`src/nms_pkg.sv`:
```
// ----------------------------------------------------------------------------
// nms_pkg: shared types and constants of the neuron MAC with softsign
// Defaults for the widths, the fixed output format and the command and status
// groups that pass between the controller and the datapath.
// ----------------------------------------------------------------------------
package nms_pkg;

  localparam int DATA_WIDTH_DEF = 16;
  localparam int ACC_WIDTH_DEF  = 40;

  // Integer bits of the input format; the rest of a data word is fraction.
  localparam int IN_INT_BITS = 4;

  // The activation is signed Q1.15.
  localparam int OUT_WIDTH = 16;
  localparam int OUT_FRAC  = 15;
  localparam int Q_BITS    = OUT_FRAC + 1;
  localparam logic [OUT_FRAC-1:0] OUT_MAX = {OUT_FRAC{1'b1}};

  typedef struct packed {
    logic in_ready;
    logic capture;
    logic acc_add;
    logic load_div;
    logic div_step;
    logic emit;
  } cmd_t;

  typedef struct packed {
    logic in_valid;
    logic last;
    logic out_busy;
  } stat_t;

endpackage

```
`src/nms_term_if.sv`:
```
// ----------------------------------------------------------------------------
// nms_term_if: connection term channel
// Carries one weight, one source value and the last-term flag per item.
// ----------------------------------------------------------------------------
interface nms_term_if #(
  parameter int DATA_WIDTH = nms_pkg::DATA_WIDTH_DEF
);
  logic                         valid;
  logic                         ready;
  logic signed [DATA_WIDTH-1:0] term_weight;
  logic signed [DATA_WIDTH-1:0] term_value;
  logic                         term_last;

  modport source(output valid, output term_weight, output term_value,
                 output term_last, input ready);
  modport sink(input valid, input term_weight, input term_value,
               input term_last, output ready);
endinterface

```
`src/nms_act_if.sv`:
```
// ----------------------------------------------------------------------------
// nms_act_if: activation result channel
// Carries one signed Q1.15 activation per item.
// ----------------------------------------------------------------------------
interface nms_act_if;
  logic                               valid;
  logic                               ready;
  logic signed [nms_pkg::OUT_WIDTH-1:0] activation;

  modport source(output valid, output activation, input ready);
  modport sink(input valid, input activation, output ready);
endinterface

```
`src/nms_datapath.sv`:
```
// ----------------------------------------------------------------------------
// nms_datapath: multiplier, saturating accumulator and softsign divider
// Registers the product of each term, adds it into the saturating sum and
// divides |sum| by (1 + |sum|) one quotient bit per cycle.
// ----------------------------------------------------------------------------
module nms_datapath #(
  parameter int DATA_WIDTH = nms_pkg::DATA_WIDTH_DEF,
  parameter int ACC_WIDTH  = nms_pkg::ACC_WIDTH_DEF
) (
  input  logic                                clk,
  input  logic                                rst,
  input  nms_pkg::cmd_t                       cmd,
  output nms_pkg::stat_t                      stat,
  input  logic                                in_valid,
  input  logic signed [DATA_WIDTH-1:0]        term_weight,
  input  logic signed [DATA_WIDTH-1:0]        term_value,
  input  logic                                term_last,
  output logic                                act_valid,
  input  logic                                act_ready,
  output logic signed [nms_pkg::OUT_WIDTH-1:0] activation
);

  localparam int PW    = 2 * DATA_WIDTH;
  localparam int SF    = 2 * (DATA_WIDTH - nms_pkg::IN_INT_BITS);
  localparam int SW    = ((ACC_WIDTH > PW) ? ACC_WIDTH : PW) + 1;
  localparam int DEN_W = ((ACC_WIDTH > SF + 1) ? ACC_WIDTH : SF + 1) + 1;
  localparam int QB    = nms_pkg::Q_BITS;
  localparam int OF    = nms_pkg::OUT_FRAC;

  logic signed [PW-1:0]        prod;
  logic signed [PW-1:0]        prod_c;
  logic                        last;
  logic signed [ACC_WIDTH-1:0] acc;
  logic signed [SW-1:0]        sum;
  logic                        sum_fits;
  logic signed [ACC_WIDTH-1:0] sum_sat;
  logic                        acc_neg;
  logic [ACC_WIDTH-1:0]        mag;
  logic [DEN_W-1:0]            den_c;
  logic [DEN_W-1:0]            rem;
  logic [DEN_W-1:0]            den;
  logic [DEN_W:0]              rem2;
  logic                        q_bit;
  logic [QB-1:0]               q;
  logic                        neg;
  logic [QB:0]                 q_inc;
  logic [QB-1:0]               q_rnd;
  logic [OF-1:0]               q_mag;
  logic [nms_pkg::OUT_WIDTH-1:0] res;

  assign prod_c = term_weight * term_value;

  // The sum fits when all bits from the accumulator's sign bit upward agree.
  assign sum      = SW'(acc) + SW'(prod);
  assign sum_fits = (&sum[SW-1:ACC_WIDTH-1]) || !(|sum[SW-1:ACC_WIDTH-1]);
  always_comb begin
    if (sum_fits) begin
      sum_sat = sum[ACC_WIDTH-1:0];
    end else if (sum[SW-1]) begin
      sum_sat = {1'b1, {(ACC_WIDTH-1){1'b0}}};
    end else begin
      sum_sat = {1'b0, {(ACC_WIDTH-1){1'b1}}};
    end
  end

  assign acc_neg = acc[ACC_WIDTH-1];
  assign mag     = acc_neg ? (~acc + 1'b1) : acc;
  assign den_c   = DEN_W'(mag) + (DEN_W'(1) << SF);

  assign rem2  = {rem, 1'b0};
  assign q_bit = (rem2 >= {1'b0, den});

  // Round half up on the extra quotient bit, then hold below one.
  assign q_inc = {1'b0, q} + (QB + 1)'(1);
  assign q_rnd = q_inc[QB:1];
  assign q_mag = q_rnd[QB-1] ? nms_pkg::OUT_MAX : q_rnd[OF-1:0];
  assign res   = neg ? (~{1'b0, q_mag} + 1'b1) : {1'b0, q_mag};

  always_ff @(posedge clk) begin
    if (cmd.capture) begin
      prod <= prod_c;
      last <= term_last;
    end
    if (cmd.load_div) begin
      rem <= DEN_W'(mag);
      den <= den_c;
      q   <= '0;
      neg <= acc_neg;
    end else if (cmd.div_step) begin
      rem <= q_bit ? DEN_W'(rem2 - {1'b0, den}) : rem2[DEN_W-1:0];
      q   <= {q[QB-2:0], q_bit};
    end
    if (cmd.emit) begin
      activation <= res;
    end
  end

  always_ff @(posedge clk) begin
    if (rst) begin
      acc       <= '0;
      act_valid <= 1'b0;
    end else begin
      if (cmd.acc_add) begin
        acc <= sum_sat;
      end else if (cmd.load_div) begin
        acc <= '0;
      end
      if (cmd.emit) begin
        act_valid <= 1'b1;
      end else if (act_ready) begin
        act_valid <= 1'b0;
      end
    end
  end

  assign stat.in_valid = in_valid;
  assign stat.last     = last;
  assign stat.out_busy = act_valid && !act_ready;

endmodule

```
`src/nms_ctrl.sv`:
```
// ----------------------------------------------------------------------------
// nms_ctrl: sequencer of the neuron MAC with softsign
// Steps each term through capture and accumulate, and on the last term
// through the magnitude load, the quotient bits and the result write.
// ----------------------------------------------------------------------------
module nms_ctrl (
  input  logic           clk,
  input  logic           rst,
  input  nms_pkg::stat_t stat,
  output nms_pkg::cmd_t  cmd
);

  localparam logic [2:0] S_IDLE = 3'd0;
  localparam logic [2:0] S_ACC  = 3'd1;
  localparam logic [2:0] S_ABS  = 3'd2;
  localparam logic [2:0] S_DIV  = 3'd3;
  localparam logic [2:0] S_OUT  = 3'd4;

  localparam int CW = $clog2(nms_pkg::Q_BITS);
  localparam logic [CW-1:0] CNT_LAST = CW'(nms_pkg::Q_BITS - 1);

  logic [2:0]    state;
  logic [2:0]    state_next;
  logic [CW-1:0] cnt;
  logic [CW-1:0] cnt_next;

  always_comb begin
    cmd        = '0;
    state_next = state;
    cnt_next   = cnt;
    case (state)
      S_IDLE: begin
        cmd.in_ready = 1'b1;
        if (stat.in_valid) begin
          cmd.capture = 1'b1;
          state_next  = S_ACC;
        end
      end
      S_ACC: begin
        cmd.acc_add = 1'b1;
        state_next  = stat.last ? S_ABS : S_IDLE;
      end
      S_ABS: begin
        cmd.load_div = 1'b1;
        cnt_next     = '0;
        state_next   = S_DIV;
      end
      S_DIV: begin
        cmd.div_step = 1'b1;
        cnt_next     = cnt + 1'b1;
        if (cnt == CNT_LAST) begin
          state_next = S_OUT;
        end
      end
      S_OUT: begin
        if (!stat.out_busy) begin
          cmd.emit   = 1'b1;
          state_next = S_IDLE;
        end
      end
      default: begin
        state_next = S_IDLE;
      end
    endcase
  end

  always_ff @(posedge clk) begin
    if (rst) begin
      state <= S_IDLE;
      cnt   <= '0;
    end else begin
      state <= state_next;
      cnt   <= cnt_next;
    end
  end

endmodule

```
`src/neuron_mac_softsign.sv`:
```
// ----------------------------------------------------------------------------
// neuron_mac_softsign: weighted sum of one neuron with softsign activation
// Accumulates weight * value per term and emits sum / (1 + |sum|) as Q1.15
// on the term marked last.
// ----------------------------------------------------------------------------
// For each term item, the product is registered when the item is accepted
// and added into the saturating accumulator in the next cycle. After a term
// marked last, the magnitude and divisor are loaded, the restoring divider
// produces one quotient bit per cycle, and the quotient is rounded into the
// result register before the next term is accepted. The result waits in that
// register while the next neuron's terms are taken; a new result is written
// only once the previous one is taken.
module neuron_mac_softsign #(
  parameter int DATA_WIDTH = nms_pkg::DATA_WIDTH_DEF,
  parameter int ACC_WIDTH  = nms_pkg::ACC_WIDTH_DEF
) (
  input logic       clk,
  input logic       rst,
  nms_term_if.sink  term,
  nms_act_if.source act
);

  nms_pkg::cmd_t  cmd;
  nms_pkg::stat_t stat;

  logic signed [DATA_WIDTH-1:0] w_in;
  logic signed [DATA_WIDTH-1:0] v_in;

  assign w_in       = term.term_weight[DATA_WIDTH-1:0];
  assign v_in       = term.term_value[DATA_WIDTH-1:0];
  assign term.ready = cmd.in_ready;

  nms_ctrl u_ctrl (
    .clk  (clk),
    .rst  (rst),
    .stat (stat),
    .cmd  (cmd)
  );

  nms_datapath #(
    .DATA_WIDTH (DATA_WIDTH),
    .ACC_WIDTH  (ACC_WIDTH)
  ) u_datapath (
    .clk         (clk),
    .rst         (rst),
    .cmd         (cmd),
    .stat        (stat),
    .in_valid    (term.valid),
    .term_weight (w_in),
    .term_value  (v_in),
    .term_last   (term.term_last),
    .act_valid   (act.valid),
    .act_ready   (act.ready),
    .activation  (act.activation)
  );

`ifndef SYNTH
  // Only one item is in work at a time.
  a_one_item: assert property (@(posedge clk) disable iff (rst)
    term.valid && term.ready |=> !term.ready)
    else $error("term item accepted while the previous one is in work");

  // A result appears only from the write step after the divider.
  a_result_src: assert property (@(posedge clk) disable iff (rst)
    $rose(act.valid) |-> $past(cmd.emit))
    else $error("activation became valid without a result write");

  // A pending result is never overwritten.
  a_no_overwrite: assert property (@(posedge clk) disable iff (rst)
    cmd.emit |-> !stat.out_busy)
    else $error("result written while the previous one waits");

  // The divider is never loaded or stepped, nor the sum updated, while a term is taken.
  a_cmd_excl: assert property (@(posedge clk) disable iff (rst)
    !(cmd.capture && (cmd.load_div || cmd.div_step || cmd.acc_add)))
    else $error("conflicting datapath commands");
`endif

endmodule

```
`src/flat_wrapper.sv`:
```
// flat-port wrapper written by rule: the top's interface ports become plain ports
module neuron_mac_softsign_flat 
#(
  parameter int DATA_WIDTH = nms_pkg::DATA_WIDTH_DEF,
  parameter int ACC_WIDTH  = nms_pkg::ACC_WIDTH_DEF
)
  (clk, rst, term_valid, term_term_weight, term_term_value, term_term_last, term_ready, act_valid, act_activation, act_ready);
  nms_term_if #(.DATA_WIDTH(DATA_WIDTH)) term_i ();
  nms_act_if act_i ();
  input logic clk;
  input logic rst;
  input wire logic [$bits(term_i.valid)-1:0] term_valid;
  input wire logic [$bits(term_i.term_weight)-1:0] term_term_weight;
  input wire logic [$bits(term_i.term_value)-1:0] term_term_value;
  input wire logic [$bits(term_i.term_last)-1:0] term_term_last;
  output wire logic [$bits(term_i.ready)-1:0] term_ready;
  output wire logic [$bits(act_i.valid)-1:0] act_valid;
  output wire logic [$bits(act_i.activation)-1:0] act_activation;
  input wire logic [$bits(act_i.ready)-1:0] act_ready;
  assign term_i.valid = term_valid;
  assign term_i.term_weight = term_term_weight;
  assign term_i.term_value = term_term_value;
  assign term_i.term_last = term_term_last;
  assign term_ready = term_i.ready;
  assign act_valid = act_i.valid;
  assign act_activation = act_i.activation;
  assign act_i.ready = act_ready;
  neuron_mac_softsign #(.DATA_WIDTH(DATA_WIDTH), .ACC_WIDTH(ACC_WIDTH)) u_core (.clk(clk), .rst(rst), .term(term_i), .act(act_i));
endmodule
```
`config.mk`:
```
export PLATFORM = sky130hd
export DESIGN_NAME = neuron_mac_softsign_flat
export DESIGN_NICKNAME = d
export VERILOG_FILES = /design/src/nms_pkg.sv /design/src/nms_term_if.sv /design/src/nms_act_if.sv /design/src/nms_datapath.sv /design/src/nms_ctrl.sv /design/src/neuron_mac_softsign.sv /design/src/flat_wrapper.sv
export SDC_FILE = /design/constraint.sdc
export NUM_CORES = 1
export LEC_CHECK = 0
export BUFFER_PORTS_ARGS = -buffer_cell sky130_fd_sc_hd__buf_4
export CAP_MARGIN = 20
export CORE_UTILIZATION = 55
export DETAILED_ROUTE_END_ITERATION = 16
export PLACE_DENSITY = 0.69
export SLEW_MARGIN = 40
export SYNTH_ARGS = -nofsm -noshare
export SYNTH_HDL_FRONTEND = slang
export SYNTH_HIERARCHICAL = 1
export SYNTH_SLANG_ARGS = --single-unit
```
`constraint.sdc`:
```
create_clock -name clk -period 8.3 [get_ports clk]
set_input_delay 1.66 -clock clk [delete_from_list [all_inputs] [get_ports clk]]
set_output_delay 1.66 -clock clk [all_outputs]
set_load 0.005 [all_outputs]
```
---- Word level (Yosys, flattened, before mapping) ----
Index checks and enable logic that the tools add are counted.
storage, ports and cells
  bits in registers ....................... 196
  bits in latches ......................... 0
  bits in writable memories ............... 0
  memory bits (read-only) ................. 0
  input port bits ......................... 37
  output and inout port bits .............. 18
  logic and storage cells ................. 69
  memories kept ........................... 0
operators by class
  add/subtract/negate cells ............... 7
  multipliers ............................. 1
  div/mod/pow operators ................... 0
  magnitude comparators ................... 1
  equal/unequal tests ..................... 8
  shifts and indexed selects .............. 0
  multiplexer cells ....................... 25
  bitwise operators ....................... 2
  reductions and logical operators ........ 12
operators by type and width
  kind                                                                    count
  40-bit 2-to-1 mux                                                       7
  42-bit by 41-bit greater-or-equal comparator with 1-bit output          1
  40-bit by 25-bit adder with 41-bit output (second input constant)       1
  40-bit by 32-bit adder with 41-bit output                               1
  41-bit 2-to-1 mux                                                       1
  41-bit subtractor                                                       1
  40-bit by 1-bit adder with 40-bit output (second input constant)        1
  40-bit inverter                                                         1
  16-bit by 16-bit multiplier with 32-bit output                          1
  15-bit 2-to-1 mux                                                       2
  16-bit by 1-bit adder with 17-bit output (second input constant)        1
  16-bit by 1-bit adder with 16-bit output (second input constant)        1
  15-bit inverter with 16-bit output                                      1
  3-bit case mux with 5 select lines                                      1
  3-bit 2-to-1 mux                                                        3
  1-bit 2-to-1 mux                                                        8
  4-bit case mux with 2 select lines                                      1
  2-bit nonzero test                                                      4
  3-bit by 2-bit equality test with 1-bit output (second input constant)  2
  2-bit != test (second input constant)                                   3
  4-bit by 1-bit adder with 4-bit output (second input constant)          1
  4-bit equality test (second input constant)                             1
  2-bit 2-to-1 mux                                                        2
  3-bit by 1-bit equality test with 1-bit output (second input constant)  1
  other kinds (8)                                                         9

---- Logic depth before layout (Yosys ltp) ----
Gate-level depths: netlist (run 1).
  depth after elaboration ................. 6
  depth in mapped cells ................... 25
  depth with buffers taken out ............ 24

---- Hierarchy ----
The synthesis (run 1) kept the hierarchy.
modules (own cells, without submodules)
  module        times used  cells an instance  area an instance (um^2)  seq. area each (um^2)
  nms_datapath  1           2590               23183.5                  5094.9
  nms_ctrl      1           45                 384.1                    140.1

---- Worst setup path before layout (run 1) ----
Ideal clock, no wire load.
  kind .................................... input to register
  from .................................... in term_term_weight[15]
  to ...................................... reg u_core.u_datapath.prod[29], data pin
  library setup time ...................... 0.258 ns
  arrival time ............................ 7.242 ns
  data required time ...................... 8.042 ns
  setup slack ............................. 0.800 ns
  cell stages on the path ................. 22
  path buffers ............................ 1
  cells stage by stage .................... clkbuf_1 nand2_1 fa_1 inv_1 fa_1 fa_1 fa_1 fa_1 inv_1 fa_1 inv_1 ha_1 a21oi_1 nor2b_1 o21ai_0 nand2b_1 a21o_1 a21oi_1 o211ai_1 a21o_1 a21oi_1 xnor2_1
on the way
  cells in the longest elaborated chain, start to end .. 1
ends and longest elaborated chain
  what                                            RTL line            text
  start, declared                                 flat_wrapper.sv:13  input wire logic [$bits(term_i.term_weight)-1:0] term_term_weight;
  16-bit by 16-bit multiplier with 32-bit output  nms_datapath.sv:51  assign prod_c = term_weight * term_value;
  named net u_core.u_datapath.prod_c[29]          nms_datapath.sv:31  logic signed [PW-1:0] prod_c;
  end signal, assigned                            nms_datapath.sv:81  prod <= prod_c;
  end, declared                                   nms_datapath.sv:30  logic signed [PW-1:0] prod;
The timed path passes the listed nets, and every way through them passes these cells.
A chain may end at the register's enable or synchronous reset.

---- Final worst setup path (run 1) ----
  from .................................... in term_term_weight[4]
  to ...................................... reg u_core.u_datapath.prod[29], data pin
Same word-level chain as after synthesis.

==> metrics.md, run 1 <==
| Metric | Value |
|---|---|
| Dpl hpwl | `42.1 mm` |
| CP arrival | `7640 ps` |
| Hold EP | `u_core/u_ctrl/cnt[1]` |
| Die H | `209 microns` |
| Finished Core Util | `59.3%` |
| IO Pins | `55` |
| CTS tree | `done` |
| Pre-CTS setup slack | `416 ps` |
| DR iter-0 viols | `1014` |
| Compound-Gate Fraction of Synth Area | `14.5%` |
| Crit end category | `flip-flop` |
| Crit-path max FO | `16` |
| Skew-Pair Late Insertion Delay | `450 ps` |
| Number of port buffers | `54` |
| Post-synth ARST share | `0%` |
| Max incr delay on CP | `530 ps` |
| Row cnt | `75` |
| Post-layout min period | `7440 ps` |
| Multi-input gate area in the final layout | `16400 sq um` |
| Syn Area/Cell | `8.94 sq um` |
| Layout area overhead | `5.98%` |
| ANT nets after route | `0` |
| Worst hold-check path type | `flip-flop to flip-flop` |
| Layout filler cell count | `3701` |
| Slew HR | `47.5%` |
| Leading area contributor after synthesis | `fa_1` |
| Worst Setup Slack, final | `856 ps` |
| Initial antenna violation count | `0` |
| Cell Chain, Critical Path | `buf_4 > and2_1 > fa_1 > inv_1 > fa_1 > fa_1 > inv_1 > ha_1 > fa_1 > inv_1 > fa_1 > inv_1 > ha_1 > a21o_1 > a21o_1 > a21oi_1 > a311oi_1 > buf_4 > a211oi_1 > o211ai_1 > a21o_1 > a21oi_1 > xnor2_1` |
| Crit Path Category | `input port to flip-flop` |
| Worst r2r dst | `u_core/u_datapath/acc[37]` |
| Max-cap violation count | `0` |
| GP Congestion | `0.912` |
| Syn Std Cell Area | `23600 sq um` |
| DR vias | `17686` |
| Sequential cell area | `5240 sq um` |
| Final setup vio count | `0` |
| FF-to-FF path depth | `12` |
| Pins Over Slew Limit | `0` |
| Buf/Inv on CP | `6` |
| Drt wl/cell | `16.6 microns` |
| CORE AREA | `42100 sq um` |
| Hold Startpoint | `u_core/u_ctrl/cnt[1]` |
| Startpoint types | `input port` |
| Synth area leaders | `fa_1, edfxtp_1, ha_1, inv_1, dfxtp_1` |
| Ys Warns | `6` |
| Layout Nets | `3088` |
| Syn_nets | `3104` |
| Worst r2r src | `u_core/u_datapath/acc[0]` |
| Post-synthesis sequential area ratio | `22.2%` |
| Hold Path Depth | `2` |
| First-pass GRT wire length | `88.3 mm` |
| Share of cells above drive strength 1 | `5.40%` |
| Diode count | `0` |
| Largest family of logic cells by synthesized area | `adder cells` |
| Vias in the first global route | `18056` |
| Synth Area in Adders | `31.3%` |
| Worst-Margin Slew | `780 ps` |
| Initial Utilization | `55.9%` |
| Clock transition at path regs | `70 ps` |
| Die width | `209 microns` |
| Die ar. | `43700 sq um` |
| Clock Sink Count | `196` |
| Number of enable flip-flop cells after synthesis | `131` |
| Total negative slack | `0 ps` |
| Post-synthesis mux area share | `1.09%` |
| Period utilisation layout | `89.7%` |
| Gr ovfl total | `0` |
| Dpl cells | `3139` |
| Most used DFF post-synth | `edfxtp_1` |
| Mapped Cells | `2635` |
| CTS Hold Buffers Added | `0` |
| Max clock buf depth | `2` |
| CP delay by family, top | `adder cells` |
| R2R Setup Slk | `3760 ps` |
| CTS root buf | `clkbuf_16` |
| Post-route DRC | `0` |
| Fin cells | `3171` |
| CP max-delay cell | `fa_1` |
| Post-CTS Setup Bufs | `0` |
| Synthesis-stage register bit count | `196` |
| Worst path most repeated cell | `fa_1` |
| FMAX | `0.134 GHz` |
| Vias per cell | `5.58` |
| Synth top area share | `22.4%` |
| Detailed-router iteration count before antenna repair | `5` |
| Simple-Gate Fraction of Synth Area | `16.1%` |
| Synth cell types | `89` |
| Total GRT Usage | `24.8%` |
| Worst EP required | `8500 ps` |
| Cts bufs inserted | `17` |
| Final number of hold-violating endpoints | `0` |
| Worst Skew | `9.51 ps` |
| Status | `completed` |
| XOR/XNOR share of the synthesized area | `6.56%` |
| Final wirelength | `52.8 mm` |
| H-tree depth | `4` |
| Post-cts repair resize count | `0` |
| RSZ-0062 raised after global routing | `no` |
| Largest net degree at the start of global routing | `57` |
-- layout by cell type (no fill, tap or decap), drive strengths merged, types with 19 or more instances in the layout --
cell type	synthesis	final
o31ai	20	20
o211ai	19	19
nor3	30	30
edfxtp	131	131
fa	264	264
ha	168	168
nand2	289	289
nand2b	19	19
nand3	47	47
mux2i	22	22
a211oi	20	20
dfxtp	65	65
a21o	58	58
and2	134	134
inv	407	409
xnor2	116	116
o21ai	129	129
o21a	23	23
xor2	58	58
nor2	146	146
clkbuf	83	25
buf	19	67
a21oi	152	152
-- how the worst max path moves through the flow --
stage                               from                    endpoint  slack [ps]  depth (start not counted)
floorplan           term_term_weight[15]  u_core/u_datapath/prod[29]         800                         22
global placement     term_term_weight[4]  u_core/u_datapath/prod[29]         520                         23
detailed placement   term_term_weight[4]  u_core/u_datapath/prod[29]         420                         23
CTS                  term_term_weight[4]  u_core/u_datapath/prod[29]         900                         23
global route          term_term_value[5]  u_core/u_datapath/prod[29]         480                         22
finish               term_term_weight[4]  u_core/u_datapath/prod[29]         860                         23
-- per-stage QoR --
| stage | instance area, sq um | hold WS, ps |
|---|---|---|
| finish | 25000 | 490 |
| CTS | 25000 | 496 |
| global placement | 24400 | 462 |
| detailed placement | 24400 | 481 |
| floorplan | 23600 | 443 |
| global route | 25000 | 511 |
-- worst reg2reg max path, cell delays in order, from the launching register on --
cell       delay, ps
dfxtp_1          540
ha_1             320
fa_1             260
a211oi_1          90
o21ai_1          330
o2111ai_1        270
a211oi_2         430
o21ai_0          210
a32oi_1          430
nand2_1          170
mux2i_4          460
nand2_1          580
o21ai_0          350
-- routing by layer --
metal  GRT usage, %  part of all wire (%)
met5              0                     0
met3           2.22                   3.2
met2           43.1                    48
met4           7.25                   2.0
met1           33.1                    47
-- logic make-up (layout without fill, tap and decap cells) --
family / after synthesis / count (layout)
flip-flops: 196 / 196
adder cells (fa/ha/maj): 432 / 432
multiplexers: 25 / 25
AND/OR/NAND/NOR: 768 / 768
AO/OA/AOI/OAI: 530 / 530
other: 1 / 1
XOR/XNOR: 174 / 174
buffers and inverters: 509 / 506
-- Yosys cell counts (all sizes together) (47+ instances only) --
cell / number
inv: 407
nand2: 289
fa: 264
ha: 168
a21oi: 152
nor2: 146
and2: 134
edfxtp: 131
o21ai: 129
xnor2: 116
clkbuf: 83
dfxtp: 65
a21o: 58
xor2: 58
nand3: 47
-- registers in the layout (all words and copies together), names as in the netlist --
signal	cells
u_core/u_datapath/acc	40
u_core/u_datapath/neg	1
u_core/u_datapath/den	41
u_core/u_datapath/activation	16
u_core/u_datapath/act_valid	1
u_core/u_ctrl/cnt	4
u_core/u_datapath/rem	41
u_core/u_datapath/prod	32
u_core/u_datapath/last	1
u_core/u_datapath/q	16
u_core/u_ctrl/state	3
-- area by class of cell --
cell class | count | share of cell area, %
clock inverters | 7 | 0.266
multi-input cells | 1930 | 65.8
well taps | 539 | 2.70
clock buffers | 25 | 2.07
inverters | 407 | 6.13
repair buffers | 67 | 2.03
flip-flops and latches | 196 | 21.0
Power of run 1 is not shown: default switching activity piles up to over one toggle a cycle in this logic, so the estimate is an artifact.
==> inputs of run 2 (changes only) <==
--- a/config.mk
+++ b/config.mk
@@ -10,6 +10,7 @@
 export CORE_UTILIZATION = 55
 export DETAILED_ROUTE_END_ITERATION = 16
 export PLACE_DENSITY = 0.69
+export RECOVER_POWER = 100
 export SLEW_MARGIN = 40
 export SYNTH_ARGS = -nofsm -noshare
 export SYNTH_HDL_FRONTEND = slang
==> run 2 against run 1 <==
Compared with the run above: the flow now finishes with violations (max-capacitance violations, max-slew violations); final cell count is the same; first-iteration DRC count is 5.1% higher; non-clock buffer count unchanged; core utilization is 0.26 points lower; sequential share of layout area increased by 0.094 points; global-route usage unchanged; clock skew about the same; critical path type unchanged.
==> metrics.md, run 2 (synthesis results as in run 1) <==
| Metric | Value |
|---|---|
| Skew-Pair Late Insertion Delay | `450 ps` |
| Worst-Margin Slew | `3300 ps` |
| Largest net degree at the start of global routing | `57` |
| Post-route DRC | `0` |
| Worst EP required | `8500 ps` |
| Drt wl/cell | `16.6 microns` |
| DR iter-0 viols | `1066` |
| CP arrival | `7980 ps` |
| Buf/Inv on CP | `5` |
| DR vias | `17735` |
| Gr ovfl total | `0` |
| CP max-delay cell | `fa_1` |
| Post-layout min period | `7780 ps` |
| CTS Hold Buffers Added | `0` |
| ANT nets after route | `0` |
| Total negative slack | `0 ps` |
| RSZ-0062 raised after global routing | `no` |
| Pins Over Slew Limit | `340` |
| H-tree depth | `4` |
| IO Pins | `55` |
| Clock transition at path regs | `70 ps` |
| Crit Path Category | `input port to flip-flop` |
| Startpoint types | `input port` |
| CORE AREA | `42100 sq um` |
| FMAX | `0.128 GHz` |
| Max-cap violation count | `8` |
| Die H | `209 microns` |
| First-pass GRT wire length | `88.3 mm` |
| CP delay by family, top | `adder cells` |
| Sequential cell area | `5240 sq um` |
| Cell Chain, Critical Path | `clkbuf_1 > nand2_1 > fa_1 > fa_1 > fa_1 > inv_1 > ha_1 > fa_1 > inv_1 > fa_1 > inv_1 > ha_1 > a21o_1 > a21o_1 > a21oi_1 > a311oi_1 > clkbuf_1 > a211oi_1 > o211ai_1 > a21o_1 > a21oi_1 > xnor2_1` |
| Vias per cell | `5.59` |
| Initial antenna violation count | `0` |
| GP Congestion | `0.912` |
| Die width | `209 microns` |
| Number of port buffers | `54` |
| Failing checks | `max-capacitance violations, max-slew violations` |
| Clock Sink Count | `196` |
| Final wirelength | `52.7 mm` |
| Fin area | `24900 sq um` |
| Final number of hold-violating endpoints | `0` |
| Period utilisation layout | `93.8%` |
| Crit end category | `flip-flop` |
| Worst Skew | `9.61 ps` |
| Initial Utilization | `55.9%` |
| DP Area | `24400 sq um` |
| Layout filler cell count | `3723` |
| CTS tree | `done` |
| Max incr delay on CP | `580 ps` |
| Layout area overhead | `5.51%` |
| Dpl hpwl | `42.1 mm` |
| Final setup vio count | `0` |
| WHS | `492 ps` |
| Commonest non-fill, non-tap cell in the layout | `inv_1` |
| Vias in the first global route | `18056` |
| CTS root buf | `clkbuf_16` |
| Crit-path max FO | `16` |
| Total GRT Usage | `24.8%` |
| Max clock buf depth | `2` |
| Largest registers | `u_core/u_datapath/den: 41 flops, u_core/u_datapath/rem: 41 flops, u_core/u_datapath/acc: 40 flops` |
| Post-CTS Setup Bufs | `0` |
| Share of cells above drive strength 1 | `4.60%` |
| Layout Nets | `3088` |
| Row cnt | `75` |
| Post-cts repair resize count | `0` |
| Cts bufs inserted | `17` |
| Detailed-router iteration count before antenna repair | `5` |
| Worst hold-check path type | `flip-flop to flip-flop` |
| Die ar. | `43700 sq um` |
| Diode count | `0` |
| Highest-count cells in the layout ignoring fill and taps | `inv_1, nand2_1, fa_1, ha_1, a21oi_1` |
| Slew HR | `-120%` |
| Multi-input gate area in the final layout | `16400 sq um` |
| Worst path most repeated cell | `fa_1` |
| Status | `complete, but fails checks` |
## run 2: cell count changes in the layout (fill, tap and decap cells not counted), moves of 2 or more
cell	before	now
and2_0	0	9
and2_1	132	125
and2_4	2	0
buf_4	66	36
clkbuf_1	4	14
clkbuf_4	0	20
o21ai_0	124	127
o21ai_1	5	2
## run 2: area by class of cell
class,instances,area share [%]
clock inverters,7,0.267
repair buffers,67,1.89
flip-flops and latches,196,21.1
clock buffers,25,2.08
multi-input cells,1930,65.8
inverters,407,6.15
well taps,539,2.71
## run 2: metrics by stage
| stage | instances | utilization (%) | worst slack (ps) |
|---|---|---|---|
| detailed placement | 3139 | 57.9 | 416 |
| global placement | 3138 | 57.8 | 524 |
| CTS | 3171 | 59.2 | 895 |
| finish | 3171 | 59.0 | 516 |
| floorplan | 2635 | - | 800 |
| global route | 3171 | 59.0 | 256 |
## run 2: path summary, 6_finish.rpt
| path | startpoint | slack (ps) | to | cells after the start |
|---|---|---|---|---|
| max | term_term_value[3] | 520 | u_core/u_datapath/prod[29] | 22 |
| max reg2reg | u_core/u_ctrl/state[0] | 2000 | u_core/u_datapath/rem[19] | 4 |
| min | u_core/u_datapath/rem[40] | 490 | u_core/u_datapath/rem[40] | 1 |
| min reg2reg | u_core/u_datapath/rem[40] | 490 | u_core/u_datapath/rem[40] | 1 |
## run 2: worst register-to-register path, stage by stage (launching register included)
cell,delay [ps]
dfxtp_1,410
nor2_1,200
and2_0,1820
clkinvlp_2,2670
mux2_1,940
## run 2: routing by layer
| metal | vias to the layer above | global-route usage [%] | part of all wire [%] |
|---|---|---|---|
| li1 | 8698 | - | - |
| met1 | 8640 | 33.1 | 47 |
| met2 | 326 | 43.1 | 48 |
| met3 | 71 | 2.22 | 3.1 |
| met4 | 0 | 7.25 | 2.2 |
| met5 | - | 0 | 0 |
Power of run 2 is left out for the same reason.
